[config.mk]
export PLATFORM = sky130hd
export DESIGN_NAME = timed_event_release_queue
export DESIGN_NICKNAME = d
export VERILOG_FILES = /design/src/hdl/terq_pkg.sv /design/src/hdl/timed_event_release_queue.sv /design/src/hdl/terq_ctrl.sv /design/src/hdl/terq_dp.sv
export SDC_FILE = /design/constraint.sdc
export NUM_CORES = 2
export LEC_CHECK = 0
export ABC_AREA = 1
export BUFFER_PORTS_ARGS = -buffer_cell sky130_fd_sc_hd__buf_4
export CELL_PAD_IN_SITES_DETAIL_PLACEMENT = 0
export CELL_PAD_IN_SITES_GLOBAL_PLACEMENT = 2
export CORE_UTILIZATION = 45
export CTS_CLUSTER_DIAMETER = 60
export DETAILED_ROUTE_END_ITERATION = 8
export PLACE_DENSITY = 0.87
export SLEW_MARGIN = 40
export SYNTH_ARGS = -nofsm -noshare
export SYNTH_HDL_FRONTEND = slang
export SYNTH_SLANG_ARGS = --single-unit
[constraint.sdc]
create_clock -name clk -period 16.1 [get_ports clk]
set_input_delay 0.805 -clock clk [delete_from_list [all_inputs] [get_ports clk]]
set_output_delay 0.805 -clock clk [all_outputs]
set_load 0.005 [all_outputs]
[src/hdl/terq_pkg.sv]
// ----------------------------------------------------------------------------
// Timed event release queue package
// Shared request codes, controller states, datapath commands and entry format.
// ----------------------------------------------------------------------------
package terq_pkg;

	localparam int SCORE_DEPTH_DEF   = 16;
	localparam int GENERAL_DEPTH_DEF = 16;

	localparam int REQ_W  = 3;
	localparam int ID_W   = 16;
	localparam int TYPE_W = 8;
	localparam int TIME_W = 32;

	typedef enum logic [REQ_W-1:0] {
		REQ_INIT    = 3'd0,
		REQ_SCORE   = 3'd1,
		REQ_GENERAL = 3'd2,
		REQ_EXEC    = 3'd3,
		REQ_TICK    = 3'd4,
		REQ_CLEAR   = 3'd5
	} req_t;

	typedef enum logic [2:0] {
		ST_IDLE,
		ST_SIMPLE,
		ST_TICK,
		ST_SCORE,
		ST_GEN,
		ST_FLUSH
	} state_t;

	typedef enum logic [2:0] {
		DP_NONE,
		DP_SIMPLE,
		DP_TICK,
		DP_SCORE,
		DP_GEN,
		DP_FLUSH
	} dp_op_t;

	typedef struct packed {
		logic   capture;
		dp_op_t op;
	} cmd_t;

	typedef struct packed {
		logic score_done;
		logic gen_done;
	} status_t;

	typedef struct packed {
		logic [ID_W-1:0]   id;
		logic [TYPE_W-1:0] kind;
		logic [TIME_W-1:0] due;
	} entry_t;

	localparam logic OUTCOME_RELEASED = 1'b0;
	localparam logic OUTCOME_DROPPED  = 1'b1;

endpackage

[src/hdl/timed_event_release_queue.sv]
// ----------------------------------------------------------------------------
// Timed event release queue
// Score and general pending-event lists with due-time release on tick.
// ----------------------------------------------------------------------------
// Non-tick requests give at most one result, registered after the single-step
// state. A tick releases due score heads, then scans every general entry, one
// entry per cycle through the read port of each list; busy covers the scan.
// One request at a time; results are one-cycle strobes the receiver must take.
// Reset clears counts and the deferred clear; list storage is not cleared.
// ----------------------------------------------------------------------------
module timed_event_release_queue #(
	parameter int SCORE_DEPTH   = terq_pkg::SCORE_DEPTH_DEF,
	parameter int GENERAL_DEPTH = terq_pkg::GENERAL_DEPTH_DEF
) (
	input  logic                          clk,
	input  logic                          arst_n,
	input  logic                          start,
	output logic                          busy,
	input  logic [terq_pkg::REQ_W-1:0]    req_type,
	input  logic [terq_pkg::ID_W-1:0]     event_id,
	input  logic [terq_pkg::TYPE_W-1:0]   event_type,
	input  logic [terq_pkg::TIME_W-1:0]   event_time,
	input  logic [terq_pkg::TIME_W-1:0]   now_time,
	output logic                          result_valid,
	output logic [terq_pkg::ID_W-1:0]     out_event_id,
	output logic [terq_pkg::TYPE_W-1:0]   out_event_type,
	output logic                          outcome,
	output logic                          last
);

	terq_pkg::cmd_t    cmd;
	terq_pkg::status_t status;

	terq_ctrl u_ctrl (
		.clk      (clk),
		.arst_n   (arst_n),
		.start    (start),
		.req_type (req_type),
		.status   (status),
		.cmd      (cmd),
		.busy     (busy)
	);

	terq_dp #(
		.SCORE_DEPTH   (SCORE_DEPTH),
		.GENERAL_DEPTH (GENERAL_DEPTH)
	) u_dp (
		.clk            (clk),
		.arst_n         (arst_n),
		.cmd            (cmd),
		.status         (status),
		.req_type       (req_type),
		.event_id       (event_id),
		.event_type     (event_type),
		.event_time     (event_time),
		.now_time       (now_time),
		.result_valid   (result_valid),
		.out_event_id   (out_event_id),
		.out_event_type (out_event_type),
		.outcome        (outcome),
		.last           (last)
	);

endmodule

[src/hdl/terq_ctrl.sv]
// ----------------------------------------------------------------------------
// Timed event release queue controller
// Sequences one request at a time: single-step requests, or the tick scan.
// ----------------------------------------------------------------------------
module terq_ctrl (
	input  logic                          clk,
	input  logic                          arst_n,
	input  logic                          start,
	input  logic [terq_pkg::REQ_W-1:0]    req_type,
	input  terq_pkg::status_t             status,
	output terq_pkg::cmd_t                cmd,
	output logic                          busy
);

	terq_pkg::state_t state_q;
	terq_pkg::state_t state_nx;

	always_ff @(posedge clk or negedge arst_n) begin
		if (!arst_n) begin
			state_q <= terq_pkg::ST_IDLE;
		end else begin
			state_q <= state_nx;
		end
	end

	always_comb begin
		state_nx    = state_q;
		cmd.capture = 1'b0;
		cmd.op      = terq_pkg::DP_NONE;
		busy        = 1'b1;
		case (state_q)
			terq_pkg::ST_IDLE: begin
				busy = 1'b0;
				if (start) begin
					cmd.capture = 1'b1;
					if (req_type == terq_pkg::REQ_TICK) begin
						state_nx = terq_pkg::ST_TICK;
					end else begin
						state_nx = terq_pkg::ST_SIMPLE;
					end
				end
			end
			terq_pkg::ST_SIMPLE: begin
				cmd.op   = terq_pkg::DP_SIMPLE;
				state_nx = terq_pkg::ST_IDLE;
			end
			terq_pkg::ST_TICK: begin
				cmd.op   = terq_pkg::DP_TICK;
				state_nx = terq_pkg::ST_SCORE;
			end
			terq_pkg::ST_SCORE: begin
				cmd.op = terq_pkg::DP_SCORE;
				if (status.score_done) begin
					state_nx = terq_pkg::ST_GEN;
				end
			end
			terq_pkg::ST_GEN: begin
				cmd.op = terq_pkg::DP_GEN;
				if (status.gen_done) begin
					state_nx = terq_pkg::ST_FLUSH;
				end
			end
			terq_pkg::ST_FLUSH: begin
				cmd.op   = terq_pkg::DP_FLUSH;
				state_nx = terq_pkg::ST_IDLE;
			end
			default: begin
				state_nx = terq_pkg::ST_IDLE;
			end
		endcase
	end

endmodule

[src/hdl/terq_dp.sv]
// ----------------------------------------------------------------------------
// Timed event release queue datapath
// Score ring buffer, general list with in-place compaction, result staging.
// ----------------------------------------------------------------------------
module terq_dp #(
	parameter int SCORE_DEPTH   = terq_pkg::SCORE_DEPTH_DEF,
	parameter int GENERAL_DEPTH = terq_pkg::GENERAL_DEPTH_DEF
) (
	input  logic                          clk,
	input  logic                          arst_n,
	input  terq_pkg::cmd_t                cmd,
	output terq_pkg::status_t             status,
	input  logic [terq_pkg::REQ_W-1:0]    req_type,
	input  logic [terq_pkg::ID_W-1:0]     event_id,
	input  logic [terq_pkg::TYPE_W-1:0]   event_type,
	input  logic [terq_pkg::TIME_W-1:0]   event_time,
	input  logic [terq_pkg::TIME_W-1:0]   now_time,
	output logic                          result_valid,
	output logic [terq_pkg::ID_W-1:0]     out_event_id,
	output logic [terq_pkg::TYPE_W-1:0]   out_event_type,
	output logic                          outcome,
	output logic                          last
);

	localparam int SIW = (SCORE_DEPTH > 1) ? $clog2(SCORE_DEPTH) : 1;
	localparam int SCW = $clog2(SCORE_DEPTH + 1);
	localparam int STW = SIW + 2;
	localparam int GIW = (GENERAL_DEPTH > 1) ? $clog2(GENERAL_DEPTH) : 1;
	localparam int GCW = $clog2(GENERAL_DEPTH + 1);
	localparam int GNW = GCW + 1;

	// captured request
	logic [terq_pkg::REQ_W-1:0]  req_q;
	terq_pkg::entry_t            new_q;
	logic [terq_pkg::TIME_W-1:0] now_q;

	// list storage
	terq_pkg::entry_t score_mem [SCORE_DEPTH];
	terq_pkg::entry_t gen_mem   [GENERAL_DEPTH];
	terq_pkg::entry_t sc_rd_q;
	terq_pkg::entry_t gen_rd_q;

	logic [SIW-1:0] sc_head_q;
	logic [SCW-1:0] sc_cnt_q;
	logic [GCW-1:0] gen_cnt_q;
	logic [GCW-1:0] gen_i_q;
	logic [GCW-1:0] gen_k_q;
	logic           clear_q;

	// staged result, held until the next one shows whether it is the last
	logic                          held_v_q;
	logic [terq_pkg::ID_W-1:0]     held_id_q;
	logic [terq_pkg::TYPE_W-1:0]   held_type_q;

	logic                          out_valid_q;
	logic [terq_pkg::ID_W-1:0]     out_id_q;
	logic [terq_pkg::TYPE_W-1:0]   out_type_q;
	logic                          outcome_q;
	logic                          last_q;

	// address arithmetic
	logic [SIW:0]   sc_head_sum;
	logic [SIW-1:0] sc_head_inc;
	logic [STW-1:0] sc_tail_sum;
	logic [SIW-1:0] sc_tail;
	logic [GNW-1:0] gen_next_sum;
	logic [GIW-1:0] gen_next_addr;

	logic sc_full;
	logic gen_full;
	logic new_due;
	logic sc_due;
	logic gen_due;
	logic gen_active;
	logic sc_release;
	logic gen_release;

	// simple request decode
	logic                        simple_push;
	logic                        simple_outcome;
	logic                        sc_append;
	logic                        gen_append;
	logic                        set_clear;

	logic                        sc_re;
	logic [SIW-1:0]              sc_rd_addr;
	logic                        gen_re;
	logic [GIW-1:0]              gen_rd_addr;
	logic                        gen_we;
	logic [GIW-1:0]              gen_wr_addr;
	terq_pkg::entry_t            gen_wr_data;

	logic                        tick_push;
	logic [terq_pkg::ID_W-1:0]   tick_id;
	logic [terq_pkg::TYPE_W-1:0] tick_type;

	assign sc_head_sum = {1'b0, sc_head_q} + (SIW+1)'(1);
	assign sc_head_inc = (sc_head_sum >= (SIW+1)'(SCORE_DEPTH)) ? '0 : sc_head_sum[SIW-1:0];
	assign sc_tail_sum = STW'(sc_head_q) + STW'(sc_cnt_q);
	always_comb begin
		if (sc_tail_sum >= STW'(SCORE_DEPTH)) begin
			sc_tail = SIW'(sc_tail_sum - STW'(SCORE_DEPTH));
		end else begin
			sc_tail = sc_tail_sum[SIW-1:0];
		end
	end

	assign gen_next_sum  = GNW'(gen_i_q) + GNW'(1);
	assign gen_next_addr = (gen_next_sum >= GNW'(GENERAL_DEPTH)) ? '0
		: gen_next_sum[GIW-1:0];

	assign sc_full    = (sc_cnt_q == SCW'(SCORE_DEPTH));
	assign gen_full   = (gen_cnt_q == GCW'(GENERAL_DEPTH));
	assign new_due    = (new_q.due <= now_q);
	assign sc_due     = (sc_rd_q.due <= now_q);
	assign gen_due    = (gen_rd_q.due <= now_q);
	assign gen_active = (gen_i_q != gen_cnt_q);

	assign sc_release  = (cmd.op == terq_pkg::DP_SCORE) && (sc_cnt_q != '0) && sc_due;
	assign gen_release = (cmd.op == terq_pkg::DP_GEN) && gen_active && gen_due;

	assign status.score_done = (sc_cnt_q == '0) || !sc_due;
	assign status.gen_done   = !gen_active;

	always_comb begin
		simple_push    = 1'b0;
		simple_outcome = terq_pkg::OUTCOME_RELEASED;
		sc_append      = 1'b0;
		gen_append     = 1'b0;
		set_clear      = 1'b0;
		if (cmd.op == terq_pkg::DP_SIMPLE) begin
			case (req_q)
				terq_pkg::REQ_INIT: begin
					if (new_q.kind != '0) begin
						if (sc_full) begin
							simple_push    = 1'b1;
							simple_outcome = terq_pkg::OUTCOME_DROPPED;
						end else begin
							sc_append = 1'b1;
						end
					end
				end
				terq_pkg::REQ_SCORE: begin
					if (new_q.kind != '0) begin
						if (new_due) begin
							simple_push = 1'b1;
						end else if (sc_full) begin
							simple_push    = 1'b1;
							simple_outcome = terq_pkg::OUTCOME_DROPPED;
						end else begin
							sc_append = 1'b1;
						end
					end
				end
				terq_pkg::REQ_GENERAL: begin
					if (new_q.kind != '0) begin
						if (new_due) begin
							simple_push = 1'b1;
						end else if (gen_full) begin
							simple_push    = 1'b1;
							simple_outcome = terq_pkg::OUTCOME_DROPPED;
						end else begin
							gen_append = 1'b1;
						end
					end
				end
				terq_pkg::REQ_EXEC: begin
					simple_push = 1'b1;
				end
				terq_pkg::REQ_CLEAR: begin
					set_clear = 1'b1;
				end
				default: begin
				end
			endcase
		end
	end

	// read ports: the head is reread after every release, the general list streams
	always_comb begin
		sc_re       = 1'b0;
		sc_rd_addr  = sc_head_q;
		gen_re      = 1'b0;
		gen_rd_addr = '0;
		case (cmd.op)
			terq_pkg::DP_TICK: begin
				sc_re  = 1'b1;
				gen_re = 1'b1;
			end
			terq_pkg::DP_SCORE: begin
				sc_re      = 1'b1;
				sc_rd_addr = sc_release ? sc_head_inc : sc_head_q;
			end
			terq_pkg::DP_GEN: begin
				gen_re      = 1'b1;
				gen_rd_addr = gen_next_addr;
			end
			default: begin
			end
		endcase
	end

	// keep a surviving general entry by writing it back at the compacted slot
	always_comb begin
		gen_we      = gen_append;
		gen_wr_addr = gen_cnt_q[GIW-1:0];
		gen_wr_data = new_q;
		if ((cmd.op == terq_pkg::DP_GEN) && gen_active && !gen_due) begin
			gen_we      = 1'b1;
			gen_wr_addr = gen_k_q[GIW-1:0];
			gen_wr_data = gen_rd_q;
		end
	end

	always_ff @(posedge clk) begin
		if (sc_append) begin
			score_mem[sc_tail] <= new_q;
		end
		if (sc_re) begin
			sc_rd_q <= score_mem[sc_rd_addr];
		end
	end

	always_ff @(posedge clk) begin
		if (gen_we) begin
			gen_mem[gen_wr_addr] <= gen_wr_data;
		end
		if (gen_re) begin
			gen_rd_q <= gen_mem[gen_rd_addr];
		end
	end

	always_ff @(posedge clk) begin
		if (cmd.capture) begin
			req_q        <= req_type;
			new_q.id     <= event_id;
			new_q.kind   <= event_type;
			new_q.due    <= event_time;
			now_q        <= now_time;
		end
	end

	always_ff @(posedge clk or negedge arst_n) begin
		if (!arst_n) begin
			sc_head_q <= '0;
			sc_cnt_q  <= '0;
			gen_cnt_q <= '0;
			gen_i_q   <= '0;
			gen_k_q   <= '0;
			clear_q   <= 1'b0;
		end else begin
			if (sc_append) begin
				sc_cnt_q <= sc_cnt_q + SCW'(1);
			end
			if (gen_append) begin
				gen_cnt_q <= gen_cnt_q + GCW'(1);
			end
			if (set_clear) begin
				clear_q <= 1'b1;
			end
			if (cmd.op == terq_pkg::DP_TICK) begin
				gen_i_q <= '0;
				gen_k_q <= '0;
				if (clear_q) begin
					sc_cnt_q  <= '0;
					gen_cnt_q <= '0;
					clear_q   <= 1'b0;
				end
			end
			if (sc_release) begin
				sc_head_q <= sc_head_inc;
				sc_cnt_q  <= sc_cnt_q - SCW'(1);
			end
			if (cmd.op == terq_pkg::DP_GEN) begin
				if (gen_active) begin
					gen_i_q <= gen_i_q + GCW'(1);
					if (!gen_due) begin
						gen_k_q <= gen_k_q + GCW'(1);
					end
				end else begin
					gen_cnt_q <= gen_k_q;
				end
			end
		end
	end

	assign tick_push = sc_release || gen_release;
	assign tick_id   = sc_release ? sc_rd_q.id : gen_rd_q.id;
	assign tick_type = sc_release ? sc_rd_q.kind : gen_rd_q.kind;

	always_ff @(posedge clk or negedge arst_n) begin
		if (!arst_n) begin
			held_v_q    <= 1'b0;
			out_valid_q <= 1'b0;
		end else begin
			out_valid_q <= simple_push || (tick_push && held_v_q)
				|| ((cmd.op == terq_pkg::DP_FLUSH) && held_v_q);
			if (tick_push) begin
				held_v_q <= 1'b1;
			end else if (cmd.op == terq_pkg::DP_FLUSH) begin
				held_v_q <= 1'b0;
			end
		end
	end

	always_ff @(posedge clk) begin
		if (simple_push) begin
			out_id_q   <= new_q.id;
			out_type_q <= new_q.kind;
			outcome_q  <= simple_outcome;
			last_q     <= 1'b1;
		end else if (tick_push || (cmd.op == terq_pkg::DP_FLUSH)) begin
			out_id_q   <= held_id_q;
			out_type_q <= held_type_q;
			outcome_q  <= terq_pkg::OUTCOME_RELEASED;
			last_q     <= (cmd.op == terq_pkg::DP_FLUSH);
		end
		if (tick_push) begin
			held_id_q   <= tick_id;
			held_type_q <= tick_type;
		end
	end

	assign result_valid   = out_valid_q;
	assign out_event_id   = out_id_q;
	assign out_event_type = out_type_q;
	assign outcome        = outcome_q;
	assign last           = last_q;

	a_score_count_bound: assert property (@(posedge clk) disable iff (!arst_n)
		sc_cnt_q <= SCW'(SCORE_DEPTH))
		else $error("score count above depth");

	a_compact_behind_scan: assert property (@(posedge clk) disable iff (!arst_n)
		gen_k_q <= gen_i_q)
		else $error("general write slot ahead of scan");

	a_flush_empties_stage: assert property (@(posedge clk) disable iff (!arst_n)
		cmd.op == terq_pkg::DP_FLUSH |=> !held_v_q)
		else $error("staged result left after flush");

	a_simple_stage_empty: assert property (@(posedge clk) disable iff (!arst_n)
		cmd.op == terq_pkg::DP_SIMPLE |-> !held_v_q)
		else $error("staged result pending at single-step request");

endmodule
==> impl_metrics.json <==
{
  "hold_buffers": 1,
  "fin_total_pwr_mw": 15.55,
  "dp_hpwl_um": 134000,
  "track_usage": 0.2510,
  "crit_type": "reg2reg",
  "finalWirelength_um": 252100,
  "max_slew_margin": 0.3878,
  "layout_setup_ws_ns": 10.33,
  "fmax_mhz": 173.3,
  "cts_buffer_depth": 3,
  "tightest_slew_ns": 0.9183,
  "hold_viol": 0,
  "ctsResizeCount": 0,
  "multiInputGateArea_mm2": 0.02101,
  "fp.dieArea_mm2": 0.1987,
  "port_buffers": 121,
  "critPathLaunchType": "flip-flop",
  "ys_warn_count": 0,
  "hold_class": "in2reg",
  "die_width_um": 445.8,
  "dpl_worst_slack_ns": 10.38,
  "worstPathRequired_ns": 16.58,
  "cts_max_level": 4,
  "finalCriticalPeriod_ns": 5.771,
  "rows": 162,
  "synth_seq_cells": 2075,
  "setup_violations": 0,
  "cts_tree": "yes",
  "synth-main-ff-cell": "edfxtp_1",
  "synth_fp_nets": 7611,
  "wl_per_cell_um": 24.58,
  "clock_latency_ns": 0.86,
  "powerDensity_mw_per_mm2": 156.2,
  "combPwrFrac": 0.246,
  "rsz0062_at_grt": "false",
  "initial_utilization": 0.4541,
  "vdd_drop_max_mv": 0.1269,
  "cts_sinks": 2075,
  "gr-total-overflow": 0,
  "cts_inserted_buffers": 216,
  "final.setup.tns_ns": 0,
  "antenna_found_initial": 6,
  "p_sw_frac": 0.3318,
  "yosysSeqAreaShare": 0.7012,
  "power.static_leakage_nw": 38.47,
  "synth.distinct_cells": 49,
  "area_growth_pct": 12.30,
  "final_common_cell": "edfxtp_1",
  "place_congestion": 0.8739,
  "core_area_mm2": 0.1952,
  "pwr-share-clk": 0.308,
  "p_sw_mw": 5.158,
  "endpoint_kind": "flip-flop",
  "cts.root.buffer_cell": "clkbuf_16",
  "drtIter0Drc": 6383,
  "outcome": "finished clean",
  "postCtsSetupBuffers": 0,
  "seq_power_share": 0.446,
  "finalNonFillerCells": 10250,
  "nFillCells": 16520,
  "pin_count": 122,
  "syn-instance-count": 7410,
  "first_pass_iters": 5,
  "grt_pass1_wl_um": 368300,
  "final_nets": 7652,
  "grt_pass1_vias": 55010,
  "slew_viol_final": 0,
  "seq_area_mm2": 0.06215,
  "clk_pin_slew_ns": 0.06,
  "drive_above_1_share": 0.1051,
  "synth_edf_count": 2044,
  "min_period_over_period": 0.3585,
  "path_max_fanout": 29,
  "cap_violations": 0,
  "ys_async_sr_fraction": 0.01446,
  "clock_skew_ns": 0.02706,
  "syn_area_mm2": 0.08864,
  "fp.dieH_um": 445.8,
  "final_cell_mix": "edfxtp_1 (2044), nand2_1 (1316), nand3_1 (1177)",
  "grt_max_degree": 162,
  "syn_area_per_cell_um2": 11.96,
  "drt_drc_violations_left": 0,
  "power.internal_mw": 10.39,
  "arrival_ns": 6.25,
  "vias_per_cell": 5.600,
  "ant_nets": 0,
  "dp.cells": 9851,
  "route.vias.total": 57420
}
==> cell type report <==
type | count | share of cell area
Antenna cell | 1 | 0.00002514
Clock buffer | 283 | 0.05864
Clock inverter | 112 | 0.008761
Inverter | 1035 | 0.03927
Multi-Input combinational cell | 3866 | 0.2111
Sequential cell | 2075 | 0.6244
Tap cell | 2624 | 0.03298
Timing Repair Buffer | 257 | 0.02490
==> cells by family after synthesis <==
family	after synthesis	synth area share
muxes	256	0.03162
DFF	2075	0.7012
adders and majority gates	107	0.01519
buffers and inverters	1469	0.06653
and+or+nand+nor	2876	0.1458
AOI/OAI and AO/OA	609	0.03786
xor gates and xnor gates	18	0.001779
==> metrics by stage <==
stage	hold WS [ns]	utilization	instance area, µm²
finish	0.1189	0.5100	99540
global route	0.09029	0.5099	99540
CTS	0.06421	0.5096	99470
detailed placement	0.4812	0.4752	92750
global placement	0.4717	0.4721	92150
floorplan	0.4577	-	88640
==> layer usage <==
metal | global-route usage | part of all wire | up-vias | routed length [µm]
li1 | - | - | 26050 | -
met1 | 0.3424 | 0.41 | 28660 | 103300
met2 | 0.4139 | 0.48 | 2324 | 121000
met3 | 0.03026 | 0.075 | 389 | 18990
met4 | 0.09071 | 0.035 | 0 | 8762
met5 | 0 | 0 | - | 0
==> worst max-delay path, stage by stage, from the launching register on <==
cell	delay [ns]
edfxtp_1	0.74
ha_1	0.47
nand4_1	0.14
nor3_1	0.58
nand2_1	0.11
o211ai_1	0.22
nand2_1	0.09
nand2_1	0.28
nand2_1	0.14
nand2_1	0.11
nand2_1	0.20
inv_1	0.17
nand3_1	0.34
nor2_4	0.60
buf_4	0.50
buf_4	0.63
==> power groups by stage <==
stage / Combinational (mW) / Clock [mW] / Sequential, mW
3_5_place_dp: 3.79 / 0 / 7.05
3_3_place_gp: 3.71 / 0 / 7.05
6_report: 3.82 / 4.79 / 6.94
5_1_grt: 4.18 / 5.06 / 6.96
2_1_floorplan: 2.44 / 0 / 6.93
4_1_cts: 3.81 / 4.86 / 6.94
==> synth_stat cells (all sizes together) (106+ instances only) <==
cell    count  area share
a31oi     195       0.014
buf       269       0.016
clkbuf    165      0.0070
edfxtp   2044        0.69
ha        106       0.015
inv      1034       0.044
mux2      192       0.024
nand2    1328       0.057
nand3    1182       0.067
nand4     207       0.015
nor2      138      0.0060
o21ai     309       0.017
==> registers in the layout (all words and copies together), names as in the netlist, 8 cells and up <==
signal and flops:
u_dp.now_q 32, u_dp.sc_rd_q 56, u_dp.held_id_q 16, u_dp.gen_rd_q 56, u_dp.out_event_id 16, u_dp.held_type_q 8, u_dp.new_q 56, u_dp.out_event_type 8
u_dp.gen_mem 896, u_dp.score_mem 896
==> worst paths after layout <==
check | startpoint | end | slack, ns | cells after the start
setup / recovery | u_dp.new_q[13] | u_dp.score_mem[11][40] | 10.33 | 15
hold / removal | event_time[12] | u_dp.new_q[12] | 0.12 | 1
setup reg to reg | u_dp.new_q[13] | u_dp.score_mem[11][40] | 10.33 | 15
hold reg to reg | u_dp.last | u_dp.last | 0.49 | 2
max in group asynchronous | arst_n | u_dp.sc_cnt_q[4] | 15.30 | 2
min in group asynchronous | arst_n | u_dp.result_valid | 0.44 | 2
Note: power is estimated with default switching activity, not from simulation.
